File: config.mk
export PLATFORM = sky130hd
export DESIGN_NAME = kalman_angle_filter_1d
export DESIGN_NICKNAME = d
export VERILOG_FILES = /design/src/design/kaf_pkg.sv /design/src/design/kalman_angle_filter_1d.sv
export SDC_FILE = /design/constraint.sdc
export NUM_CORES = 2
export LEC_CHECK = 0
export BUFFER_PORTS_ARGS = -buffer_cell sky130_fd_sc_hd__buf_2
export CAP_MARGIN = 30
export CORE_UTILIZATION = 58
export CTS_CLUSTER_DIAMETER = 150
export DETAILED_ROUTE_END_ITERATION = 12
export PLACE_DENSITY = 0.85
export SLEW_MARGIN = 20
export SYNTH_ARGS = -nofsm -noshare
export SYNTH_HDL_FRONTEND = slang
export SYNTH_SLANG_ARGS = --single-unit
File: constraint.sdc
create_clock -name clk -period 9.5 [get_ports clk]
set_input_delay 0.95 -clock clk [delete_from_list [all_inputs] [get_ports clk]]
set_output_delay 0.95 -clock clk [all_outputs]
set_load 0.005 [all_outputs]
File: src/design/kaf_pkg.sv
// ----------------------------------------------------------------------------
// kaf_pkg
// Types, field widths, register indexes and constants shared by the
// one-dimensional tilt angle filter and its checker.
// ----------------------------------------------------------------------------
package kaf_pkg;

    // default parameter values
    localparam int DATA_WIDTH_DEF = 32;
    localparam int FRAC_BITS_DEF  = 16;

    // port field widths
    localparam int RATE_W  = 28;
    localparam int MEAS_W  = 25;
    localparam int STEP_W  = 16;
    localparam int PINC_W  = 24;
    localparam int MVAR_W  = 32;
    localparam int IUNC_W  = 32;
    localparam int CFG_W   = 32;
    localparam int CFG_IDX_W = 2;
    localparam int OUT_W   = 32;
    localparam int GAIN_W  = 17;

    // gain is Q1.16 and step time is Q0.16 whatever the state format
    localparam int GAIN_FRAC = 16;
    localparam logic [GAIN_W-1:0] GAIN_ONE = GAIN_W'(1 << GAIN_FRAC);
    localparam int GAIN_HALF = 1 << (GAIN_FRAC - 1);

    // restoring divide: one compare without shift, then 17 shift steps
    localparam int DIV_STEPS = GAIN_FRAC + 2;

    // reset values of the configuration registers
    localparam logic [STEP_W-1:0] STEP_TIME_RST = 16'd1258;
    localparam longint PINC_RST_NUM   = 24739;   // (0.0192*4)^2 scaled by 2^22
    localparam int     PINC_RST_SHIFT = 22;
    localparam longint MVAR_RST_INT   = 9;
    localparam longint IUNC_RST_INT   = 4;

    // output saturation limits
    localparam logic signed [63:0] OUT_AMAX = (64'sd1 <<< (OUT_W - 1)) - 64'sd1;
    localparam logic signed [63:0] OUT_AMIN = -OUT_AMAX - 64'sd1;
    localparam logic [63:0]        OUT_UMAX = (64'd1 << OUT_W) - 64'd1;

    // configuration register indexes
    localparam logic [CFG_IDX_W-1:0] CFG_STEP_TIME    = 2'd0;
    localparam logic [CFG_IDX_W-1:0] CFG_PROCESS_INC  = 2'd1;
    localparam logic [CFG_IDX_W-1:0] CFG_MEAS_VAR     = 2'd2;
    localparam logic [CFG_IDX_W-1:0] CFG_INIT_UNCERT  = 2'd3;

    typedef enum logic [3:0] {
        ST_IDLE,
        ST_MUL_RATE,
        ST_PREDICT,
        ST_SETUP,
        ST_DIVIDE,
        ST_ROUND,
        ST_MUL_GAIN,
        ST_CORRECT,
        ST_MUL_VAR,
        ST_UPDATE
    } kaf_state_t;

endpackage

File: src/design/kalman_angle_filter_1d.sv
// one item at a time: a new input beat is taken only once the last is finished
// the 18-step restoring gain divide on its subtract/compare dominates the work,
//   plus one shared multiplier used three times
// the finished result sits in an output register, so in_ready returns while it waits
// reset (rst_n low, asynchronous): angle 0, variance 4.0, registers to defaults,
//   no result pending
// ----------------------------------------------------------------------------
// kalman_angle_filter_1d
// Fixed point one-dimensional Kalman filter for a tilt angle, built around one
// multiplier and one divide step under a small sequencer.
// ----------------------------------------------------------------------------
module kalman_angle_filter_1d
    import kaf_pkg::*;
#(
    parameter int DATA_WIDTH = DATA_WIDTH_DEF,
    parameter int FRAC_BITS  = FRAC_BITS_DEF
)
(
    input  logic                     clk,
    input  logic                     rst_n,

    input  logic                     cfg_we,
    input  logic [CFG_IDX_W-1:0]     cfg_index,
    input  logic [CFG_W-1:0]         cfg_data,

    input  logic                     in_valid,
    output logic                     in_ready,
    input  logic signed [RATE_W-1:0] rate,
    input  logic signed [MEAS_W-1:0] measured_angle,
    input  logic                     restart,

    output logic                     out_valid,
    input  logic                     out_ready,
    output logic signed [OUT_W-1:0]  filtered_angle,
    output logic [OUT_W-1:0]         uncertainty_out,
    output logic [GAIN_W-1:0]        gain_out
);

    localparam int EXT_W  = (DATA_WIDTH > MEAS_W) ? DATA_WIDTH : MEAS_W;
    localparam int DIFF_W = EXT_W + 1;
    localparam int MAG_W  = (DIFF_W > RATE_W) ? DIFF_W : RATE_W;
    localparam int PROD_W = MAG_W + GAIN_W;
    localparam int RND_W  = PROD_W + 1 - GAIN_FRAC;
    localparam int SUM_W  = RND_W + 2;
    localparam int DEN_W  = ((DATA_WIDTH > MVAR_W) ? DATA_WIDTH : MVAR_W) + 1;
    localparam int REM_W  = DEN_W + 1;
    localparam int Q_W    = DIV_STEPS;
    localparam int CNT_W  = $clog2(DIV_STEPS);

    localparam logic [63:0] VMAX64 = (64'd1 << DATA_WIDTH) - 64'd1;
    localparam logic signed [SUM_W-1:0] AMAX_S =
        SUM_W'((64'sd1 <<< (DATA_WIDTH - 1)) - 64'sd1);
    localparam logic signed [SUM_W-1:0] AMIN_S = -AMAX_S - SUM_W'(1);

    localparam logic [63:0] PINC_FULL = ((64'(PINC_RST_NUM) << FRAC_BITS)
        + (64'd1 << (PINC_RST_SHIFT - 1))) >> PINC_RST_SHIFT;
    localparam logic [63:0] MVAR_FULL = 64'(MVAR_RST_INT) << FRAC_BITS;
    localparam logic [63:0] IUNC_FULL = 64'(IUNC_RST_INT) << FRAC_BITS;
    localparam logic [PINC_W-1:0] PINC_RST = PINC_FULL[PINC_W-1:0];
    localparam logic [MVAR_W-1:0] MVAR_RST = MVAR_FULL[MVAR_W-1:0];
    localparam logic [IUNC_W-1:0] IUNC_RST = IUNC_FULL[IUNC_W-1:0];
    localparam logic [DATA_WIDTH-1:0] VAR_RST =
        (IUNC_FULL > VMAX64) ? VMAX64[DATA_WIDTH-1:0] : IUNC_FULL[DATA_WIDTH-1:0];

    localparam logic signed [DATA_WIDTH-1:0] ANG_MAX = {1'b0, {(DATA_WIDTH-1){1'b1}}};
    localparam logic signed [DATA_WIDTH-1:0] ANG_MIN = {1'b1, {(DATA_WIDTH-1){1'b0}}};

    // control and state registers
    kaf_state_t                    state_reg, state_next;
    logic [CNT_W-1:0]              cnt_reg, cnt_next;
    logic [STEP_W-1:0]             step_time_reg, step_time_next;
    logic [PINC_W-1:0]             pinc_reg, pinc_next;
    logic [MVAR_W-1:0]             mvar_reg, mvar_next;
    logic [IUNC_W-1:0]             iunc_reg, iunc_next;
    logic signed [DATA_WIDTH-1:0]  angle_reg, angle_next;
    logic [DATA_WIDTH-1:0]         var_reg, var_next;
    logic                          out_valid_reg, out_valid_next;

    // working registers
    logic signed [RATE_W-1:0]      rate_reg, rate_next;
    logic signed [MEAS_W-1:0]      meas_reg, meas_next;
    logic [PROD_W-1:0]             prod_reg, prod_next;
    logic                          prod_neg_reg, prod_neg_next;
    logic [DEN_W-1:0]              den_reg, den_next;
    logic [REM_W-1:0]              rem_reg, rem_next;
    logic [Q_W-1:0]                q_reg, q_next;
    logic [GAIN_W-1:0]             gain_reg, gain_next;
    logic [MAG_W-1:0]              diff_mag_reg, diff_mag_next;
    logic                          diff_neg_reg, diff_neg_next;
    logic signed [OUT_W-1:0]       fa_reg, fa_next;
    logic [OUT_W-1:0]              unc_reg, unc_next;
    logic [GAIN_W-1:0]             gout_reg, gout_next;

    // shared datapath signals
    logic [MAG_W-1:0]              mul_a;
    logic [GAIN_W-1:0]             mul_b;
    logic                          mul_neg;
    logic [RND_W-1:0]              rnd;
    logic signed [SUM_W-1:0]       rnd_signed;
    logic signed [SUM_W-1:0]       ang_sum;
    logic signed [DATA_WIDTH-1:0]  ang_sat;
    logic [RATE_W-1:0]             rate_mag;
    logic [DATA_WIDTH:0]           var_sum;
    logic [DATA_WIDTH-1:0]         var_pred;
    logic signed [DIFF_W-1:0]      diff;
    logic [DIFF_W-1:0]             diff_abs;
    logic [REM_W-1:0]              rem_sh;
    logic [REM_W-1:0]              den_ext;
    logic                          div_ge;
    logic [Q_W:0]                  q_inc;
    logic [63:0]                   iunc64;
    logic [DATA_WIDTH-1:0]         iunc_sat;
    logic signed [63:0]            ang_w;
    logic [63:0]                   var_w;
    logic [DATA_WIDTH-1:0]         var_new;

    assign in_ready        = (state_reg == ST_IDLE);
    assign out_valid       = out_valid_reg;
    assign filtered_angle  = fa_reg;
    assign uncertainty_out = unc_reg;
    assign gain_out        = gout_reg;

    // round half away from zero of the registered product, then apply its sign
    assign rnd        = RND_W'(({1'b0, prod_reg} + (PROD_W+1)'(GAIN_HALF)) >> GAIN_FRAC);
    assign rnd_signed = prod_neg_reg ? -$signed({2'b00, rnd}) : $signed({2'b00, rnd});
    assign ang_sum    = {{(SUM_W-DATA_WIDTH){angle_reg[DATA_WIDTH-1]}}, angle_reg}
                        + rnd_signed;

    always_comb
    begin
        if (ang_sum > AMAX_S)
        begin
            ang_sat = ANG_MAX;
        end
        else if (ang_sum < AMIN_S)
        begin
            ang_sat = ANG_MIN;
        end
        else
        begin
            ang_sat = ang_sum[DATA_WIDTH-1:0];
        end
    end

    assign rate_mag = rate_reg[RATE_W-1] ? RATE_W'(~rate_reg + 1'b1) : RATE_W'(rate_reg);
    assign var_sum  = {1'b0, var_reg} + (DATA_WIDTH+1)'(pinc_reg);
    assign var_pred = var_sum[DATA_WIDTH] ? {DATA_WIDTH{1'b1}} : var_sum[DATA_WIDTH-1:0];

    assign diff     = {{(DIFF_W-MEAS_W){meas_reg[MEAS_W-1]}}, meas_reg}
                      - {{(DIFF_W-DATA_WIDTH){angle_reg[DATA_WIDTH-1]}}, angle_reg};
    assign diff_abs = diff[DIFF_W-1] ? DIFF_W'(~diff + 1'b1) : DIFF_W'(diff);

    // one restoring divide step: the first step compares without a shift
    assign rem_sh  = (cnt_reg == '0) ? rem_reg : {rem_reg[REM_W-2:0], 1'b0};
    assign den_ext = {1'b0, den_reg};
    assign div_ge  = (rem_sh >= den_ext);
    assign q_inc   = {1'b0, q_reg} + (Q_W+1)'(1);

    assign iunc64   = 64'(iunc_reg);
    assign iunc_sat = (iunc64 > VMAX64) ? VMAX64[DATA_WIDTH-1:0] : iunc64[DATA_WIDTH-1:0];

    assign var_new = rnd[DATA_WIDTH-1:0];
    assign ang_w   = {{(64-DATA_WIDTH){angle_reg[DATA_WIDTH-1]}}, angle_reg};
    assign var_w   = 64'(var_new);

    // shared multiplier operand select
    always_comb
    begin
        mul_a   = '0;
        mul_b   = '0;
        mul_neg = 1'b0;
        case (state_reg)
            ST_MUL_RATE:
            begin
                mul_a   = MAG_W'(rate_mag);
                mul_b   = GAIN_W'(step_time_reg);
                mul_neg = rate_reg[RATE_W-1];
            end
            ST_MUL_GAIN:
            begin
                mul_a   = diff_mag_reg;
                mul_b   = gain_reg;
                mul_neg = diff_neg_reg;
            end
            // operands held while the update waits for the output register
            ST_MUL_VAR, ST_UPDATE:
            begin
                mul_a   = MAG_W'(var_reg);
                mul_b   = GAIN_ONE - gain_reg;
            end
            default:
            begin
                mul_a   = '0;
            end
        endcase
    end

    assign prod_next     = mul_a * mul_b;
    assign prod_neg_next = mul_neg;

    always_comb
    begin
        state_next     = state_reg;
        cnt_next       = cnt_reg;
        step_time_next = step_time_reg;
        pinc_next      = pinc_reg;
        mvar_next      = mvar_reg;
        iunc_next      = iunc_reg;
        angle_next     = angle_reg;
        var_next       = var_reg;
        out_valid_next = out_valid_reg;
        rate_next      = rate_reg;
        meas_next      = meas_reg;
        den_next       = den_reg;
        rem_next       = rem_reg;
        q_next         = q_reg;
        gain_next      = gain_reg;
        diff_mag_next  = diff_mag_reg;
        diff_neg_next  = diff_neg_reg;
        fa_next        = fa_reg;
        unc_next       = unc_reg;
        gout_next      = gout_reg;

        if (cfg_we)
        begin
            case (cfg_index)
                CFG_STEP_TIME:   step_time_next = cfg_data[STEP_W-1:0];
                CFG_PROCESS_INC: pinc_next      = cfg_data[PINC_W-1:0];
                CFG_MEAS_VAR:    mvar_next      = cfg_data[MVAR_W-1:0];
                CFG_INIT_UNCERT: iunc_next      = cfg_data[IUNC_W-1:0];
                default:         step_time_next = step_time_reg;
            endcase
        end

        if (out_valid_reg && out_ready)
        begin
            out_valid_next = 1'b0;
        end

        case (state_reg)
            ST_IDLE:
            begin
                if (in_valid)
                begin
                    rate_next = rate;
                    meas_next = measured_angle;
                    if (restart)
                    begin
                        angle_next = '0;
                        var_next   = iunc_sat;
                    end
                    state_next = ST_MUL_RATE;
                end
            end
            ST_MUL_RATE:
            begin
                state_next = ST_PREDICT;
            end
            ST_PREDICT:
            begin
                angle_next = ang_sat;
                var_next   = var_pred;
                state_next = ST_SETUP;
            end
            ST_SETUP:
            begin
                den_next      = DEN_W'(var_reg) + DEN_W'(mvar_reg);
                rem_next      = REM_W'(var_reg);
                q_next        = '0;
                cnt_next      = '0;
                diff_mag_next = MAG_W'(diff_abs);
                diff_neg_next = diff[DIFF_W-1];
                state_next    = ST_DIVIDE;
            end
            ST_DIVIDE:
            begin
                rem_next = div_ge ? (rem_sh - den_ext) : rem_sh;
                q_next   = {q_reg[Q_W-2:0], div_ge};
                if (cnt_reg == CNT_W'(DIV_STEPS - 1))
                begin
                    state_next = ST_ROUND;
                end
                else
                begin
                    cnt_next = cnt_reg + 1'b1;
                end
            end
            ST_ROUND:
            begin
                // zero denominator gives zero gain
                gain_next  = (den_reg == '0) ? '0 : q_inc[GAIN_W:1];
                state_next = ST_MUL_GAIN;
            end
            ST_MUL_GAIN:
            begin
                state_next = ST_CORRECT;
            end
            ST_CORRECT:
            begin
                angle_next = ang_sat;
                state_next = ST_MUL_VAR;
            end
            ST_MUL_VAR:
            begin
                state_next = ST_UPDATE;
            end
            ST_UPDATE:
            begin
                // wait here while the previous result beat is still pending
                if (!out_valid_reg || out_ready)
                begin
                    var_next = var_new;
                    if (ang_w > OUT_AMAX)
                    begin
                        fa_next = OUT_AMAX[OUT_W-1:0];
                    end
                    else if (ang_w < OUT_AMIN)
                    begin
                        fa_next = OUT_AMIN[OUT_W-1:0];
                    end
                    else
                    begin
                        fa_next = ang_w[OUT_W-1:0];
                    end
                    unc_next       = (var_w > OUT_UMAX) ? OUT_UMAX[OUT_W-1:0]
                                                        : var_w[OUT_W-1:0];
                    gout_next      = gain_reg;
                    out_valid_next = 1'b1;
                    state_next     = ST_IDLE;
                end
            end
            default:
            begin
                state_next = ST_IDLE;
            end
        endcase
    end

    always_ff @(posedge clk or negedge rst_n)
    begin
        if (!rst_n)
        begin
            state_reg     <= ST_IDLE;
            cnt_reg       <= '0;
            step_time_reg <= STEP_TIME_RST;
            pinc_reg      <= PINC_RST;
            mvar_reg      <= MVAR_RST;
            iunc_reg      <= IUNC_RST;
            angle_reg     <= '0;
            var_reg       <= VAR_RST;
            out_valid_reg <= 1'b0;
        end
        else
        begin
            state_reg     <= state_next;
            cnt_reg       <= cnt_next;
            step_time_reg <= step_time_next;
            pinc_reg      <= pinc_next;
            mvar_reg      <= mvar_next;
            iunc_reg      <= iunc_next;
            angle_reg     <= angle_next;
            var_reg       <= var_next;
            out_valid_reg <= out_valid_next;
        end
    end

    always_ff @(posedge clk)
    begin
        rate_reg     <= rate_next;
        meas_reg     <= meas_next;
        prod_reg     <= prod_next;
        prod_neg_reg <= prod_neg_next;
        den_reg      <= den_next;
        rem_reg      <= rem_next;
        q_reg        <= q_next;
        gain_reg     <= gain_next;
        diff_mag_reg <= diff_mag_next;
        diff_neg_reg <= diff_neg_next;
        fa_reg       <= fa_next;
        unc_reg      <= unc_next;
        gout_reg     <= gout_next;
    end

endmodule

# Word level (Yosys, flattened, before mapping)
# Index checks and enable logic that the tools add are counted.
[op_classes]
bitwise_logic = 2
n_div = 0
n_lt_le_gt_ge = 7
eq_ne = 18
addsub = 12
shift = 0
mul = 1
muxes = 31
reduce_logical = 22
[ops]
columns = ["cell", "n"]
rows = [
  ["$mux 32", 11],
  ["$pmux 33 s3", 1],
  ["$gt 32x32->1 const B", 3],
  ["$pmux 32 s3", 1],
  ["$mux 34", 2],
  ["$pmux 34 s2", 1],
  ["$pmux 32 s2", 1],
  ["$add 50x16->51 const B", 1],
  ["$pmux 17 s3", 1],
  ["$mul 33x17->50", 1],
  ["$pmux 4 s10", 1],
  ["$add 37x37->37", 1],
  ["$gt 37x32->1 const B", 1],
  ["$lt 37x32->1 const B", 1],
  ["$mux 37", 1],
  ["$neg 35->37", 1],
  ["$pmux 18 s2", 1],
  ["$ge 34x33->1", 1],
  ["$sub 34x33->34", 1],
  ["$add 32x24->33", 1],
  ["$add 32x32->33", 1],
  ["$add 33x1->33 const B", 1],
  ["$logic_not 33->1", 1],
  ["$not 33->33", 1],
  ["34 further kinds", 56],
]
[totals]
latch_bits = 0
inputBits = 93
register_bits = 499
ramBits = 0
mem_count = 0
romBits = 0

# Longest topological paths before layout
[logic_depth]
depth_word = 8
mapped_depth = 36
depth_no_buf = 35

# Worst setup path before layout
# Ideal clock, no wire load.
[synth_path]
kind = "reg2reg"
startpoint = "register gain_reg[1]"
endpoint = "register prod_reg[47]"
arrival_ns = 9.172
path_stages_with_launch = 34
t_required_ns = 9.380
setup_slack_ns = 0.208
n_path_buf = 3
path_cell_list = "edfxtp_1 > inv_1 > ha_1 > or3b_2 > or3_1 > or3_1 > or3_1 > clkbuf_1 > nor4_1 > xnor2_1 > o21a_1 > clkbuf_1 > clkbuf_1 > nor2_1 > fa_1 > fa_1 > fa_1 > fa_1 > fa_1 > inv_1 > fa_1 > inv_1 > ha_1 > and3_1 > a221o_1 > a21oi_1 > o211ai_1 > a221oi_1 > a21bo_2 > a21oi_1 > o21ai_0 > a21boi_0 > o21ai_0 > xnor2_1"
[synth_between]
elab_chain_len = 3
[synth_lines]
columns = ["item", "line", "text"]
rows = [
  ["start: declaration", "kalman_angle_filter_1d.sv:87", "logic [GAIN_W-1:0] gain_reg, gain_next;"],
  ["start signal: assignment", "kalman_angle_filter_1d.sv:376", "gain_reg <= gain_next;"],
  ["$sub 17x17->17", "kalman_angle_filter_1d.sv:189", "mul_b = GAIN_ONE - gain_reg;"],
  ["$pmux 17 s3 (*)", "kalman_angle_filter_1d.sv:172", "case (state_reg)"],
  ["$mul 33x17->50 (*)", "kalman_angle_filter_1d.sv:198", "assign prod_next = mul_a * mul_b;"],
  ["named net prod_next[47]", "kalman_angle_filter_1d.sv:82", "logic [PROD_W-1:0] prod_reg, prod_next;"],
  ["end signal: assignment", "kalman_angle_filter_1d.sv:371", "prod_reg <= prod_next;"],
  ["end: declaration", "kalman_angle_filter_1d.sv:82", ""],
]
# The timed path passes the listed nets; every way through them passes the cells marked *.
# A chain may end at the register's enable or synchronous reset.

# Worst setup path after layout
[layout_path]
startpoint = "register rate_reg[8]"
endpoint = "register prod_reg[42]"
[layout_between]
elab_chain_len = 5
[layout_lines]
columns = ["item", "line", "text"]
rows = [
  ["start: declaration", "kalman_angle_filter_1d.sv:80", "logic signed [RATE_W-1:0] rate_reg, rate_next;"],
  ["start signal: assignment", "kalman_angle_filter_1d.sv:369", "rate_reg <= rate_next;"],
  ["$not 28->28", "kalman_angle_filter_1d.sv:145", "assign rate_mag = rate_reg[RATE_W-1] ? RATE_W'(~rate_reg + 1'b1) : RATE_W'(rate_reg);"],
  ["$add 28x1->28", "kalman_angle_filter_1d.sv:145", ""],
  ["$mux 28 (*)", "kalman_angle_filter_1d.sv:145", ""],
  ["$pmux 33 s3 (*)", "kalman_angle_filter_1d.sv:172", ""],
  ["$mul 33x17->50 (*)", "kalman_angle_filter_1d.sv:198", ""],
  ["named net prod_next[42]", "kalman_angle_filter_1d.sv:82", ""],
]
# Marks and branches as above.

==> out/summary.txt <==
Crit-path max cell delay: 0.64 ns
Max Cap Viol: 0
Synth Area in Simple Gates: 13.96%
Required @ worst endpoint: 10.05 ns
DP HPWL: 112.1 mm
DR pass1 iterations: 6
Worst Skew: 0.04578 ns
Final wirelength: 142.9 mm
Final std cells w/o fill: 6,192
Die height: 286.1 µm
Initial Util: 58.99%
Most frequent cells after synthesis: inv_1, nand2_1, fa_1
Reg2reg setup slack: 0.29 ns
Largest net degree at the start of global routing: 100
GRT overflow: 0
Area growth syn-to-layout: 10.08%
Synth Flop Type: edfxtp_1
Endpoints failing hold: 0
Max Slew Vio Count: 0
Vias per cell: 6.274
Endpoints failing setup: 0
Initial antenna violation count: 9
Critical-path top delay cell: or4_1
Post-Synth XOR/XNOR Area: 5.798%
First-pass GRT wire length: 219.7 mm
Relative slew slack: 25.05%
Main combinational cell family by area after synthesis: adder cells
Top cell type's share of synthesized area: 19.96%
CTS Sinks: 484
Via Count: 38,850
Num rows: 103
Syn Area/Cell: 9.485 µm²
Gate Count Post-Synth: 4,937
Crit path time final: 9.212 ns
Clock Path Buffers: 3
DRT antenna net count: 0
Htree depth: 2
Nets: 5,942
Clock Latency Late Sink: 0.66 ns
Synthesized area: 0.04683 mm²
Outcome: finished, final reports clean
Number of synthesized flops with an enable pin: 270
TritonCTS Buffers: 52
Reg2reg start: rate_reg[8]$_DFFE_PP_
Fin crit share: 96.97%
Post-CTS Hold Buffers: 0
Post-synth ARST share: 36.78%
CP Class: flip-flop to flip-flop
Number of global-route vias before repair: 39,030
Worst-path clk slew: 0.07 ns
Slew @ Worst Pin: 1.120 ns
Post-synthesis compound-gate area fraction: 12.82%
DRC: 0
Yosys cell types: 98
Register area share after synthesis: 28.40%
Top achievable clock speed: 108.6 MHz
Reg2reg path depth: 34
Core Region: 0.07939 mm²
Max reg flops: 35
Worst Hold Class: input port to async pin
Die area: 0.08188 mm²
WL per Instance: 23.08 µm
Design Power: 18.97 mW
CTS tree: done
Top Ports: 176
Critical path arrival: 9.76 ns
Post-Route Setup TNS: 0 ns
Power Density: 367.9 mW/mm²
Number of DRC markers in iteration 0: 4,105
Mux contribution to synthesized area: 4.208%
Leak: 23.31 nW
Worst-path maximum fanout: 6
Yosys reg bits: 484
Most numerous cell in the Yosys netlist: inv_1
Clk root buf: clkbuf_16
Syn Nets: 5,785
Placed insts: 6,075
Layout cell share with drive strength beyond 1: 12.87%
Top cells by area, synth: fa_1, edfxtp_1, dfrtp_1
Max rail drop VDD: 0.2741 mV
Horiz. Die Dim: 286.1 µm
CP startpoint kind: flip-flop
Yosys synthesis warning count: 0
Buffers on Ports: 175
GRT Total Usage: 35.04%
Cell taking the most area after synthesis: fa_1
Gpl congestion: 1.075
Cell mode on critical path: fa_1
Synth Area in Adders: 27.66%
Crit. End Element: flip-flop
FF-to-FF End: prod_reg[42]$_DFF_P_
-- worst max-delay path: cells and delay by family, from the launching register on --
family | cells | cell delay (ns)
adders and majority gates | 7 | 3.37
buffers and inverters | 9 | 1.01
AOI/OAI and AO/OA | 11 | 2.17
and+or+nand+nor | 5 | 1.82
xor gates and xnor gates | 2 | 0.30
DFF | 1 | 0.42
-- kinds of logic (layout without fill, tap and decap cells) --
group / count (synthesis) / after routing
xor+xnor: 307 / 307
mux: 178 / 178
other cells: 0 / 5
fa+ha+maj: 755 / 755
compound gates: 890 / 890
flops: 484 / 484
buf+inv: 884 / 1084
simple gates: 1439 / 1439
-- how the worst max path moves through the flow --
| stage | slack, ns | endpoint | cells after the start | from |
|---|---|---|---|---|
| floorplan | 0.21 | prod_reg[47]$_DFF_P_ | 33 | gain_reg[1]$_SDFFCE_PN0P_ |
| global placement | 0.14 | prod_reg[47]$_DFF_P_ | 31 | gain_reg[0]$_SDFFCE_PN0P_ |
| detailed placement | -0.18 | prod_reg[47]$_DFF_P_ | 31 | gain_reg[1]$_SDFFCE_PN0P_ |
| CTS | 0.05 | prod_reg[42]$_DFF_P_ | 33 | gain_reg[1]$_SDFFCE_PN0P_ |
| global route | -0.003 | prod_reg[43]$_DFF_P_ | 32 | gain_reg[1]$_SDFFCE_PN0P_ |
| finish | 0.29 | prod_reg[42]$_DFF_P_ | 34 | rate_reg[8]$_DFFE_PP_ |
-- layout make-up --
type | instances | area (µm²)
diodes | 5 | 12.51
clock buffers | 69 | 1498
clock inverters | 28 | 329.1
fillers | 6087 | 27840
inverters | 651 | 2444
multi-input cells | 3569 | 30450
flip-flops and latches | 484 | 13300
well taps | 1050 | 1314
repair buffers | 336 | 2198
-- repair_timing --
| item | 4_1_cts | 5_1_grt |
|---|---|---|
| gates resized for setup | 4 | 29 |
| setup endpoints to repair | 7 | 17 |
| setup buffers | 0 | 10 |
| pin swaps | 2 | 6 |
-- stage by stage --
stage	hold WS [ns]	utilization, %	setup WS, ns	cell area (µm²)
after detailed placement	0.4264	62.23	-0.1798	49400
after CTS	0.4661	64.54	0.04906	51240
after global placement	0.4216	62.20	0.1445	49380
after global routing	0.1899	64.92	-0.002612	51540
after floorplan	0.4164	-	0.2080	46830
final	0.1822	64.93	0.2880	51550
-- routing by layer --
layer / share of wire [%] / GRT usage, %
met3: 13 / 11.03
met2: 43 / 51.85
met4: 7.6 / 22.65
met5: 0.020 / 0
met1: 37 / 44.48
-- power by group --
group	leakage (nW)	switching (mW)	total (mW)	internal [mW]
combinational	17.6	7.87	12.8	4.89
clock	0.888	0.928	2.16	1.23
sequential	4.86	0.881	4.04	3.16
-- cell usage in the layout, fill, tap and decap left out, types with 112 or more instances in the layout --
cell and n:
a21oi_1 191, buf_2 175, buf_4 151, dfrtp_1 164
edfxtp_1 270, fa_1 467, ha_1 288, inv_1 650
mux2_2 141, nand2_1 554, nor2_1 413, o21ai_0 194
xnor2_1 192, xor2_1 112
No activity file was read; power rests on OpenSTA's default activity.
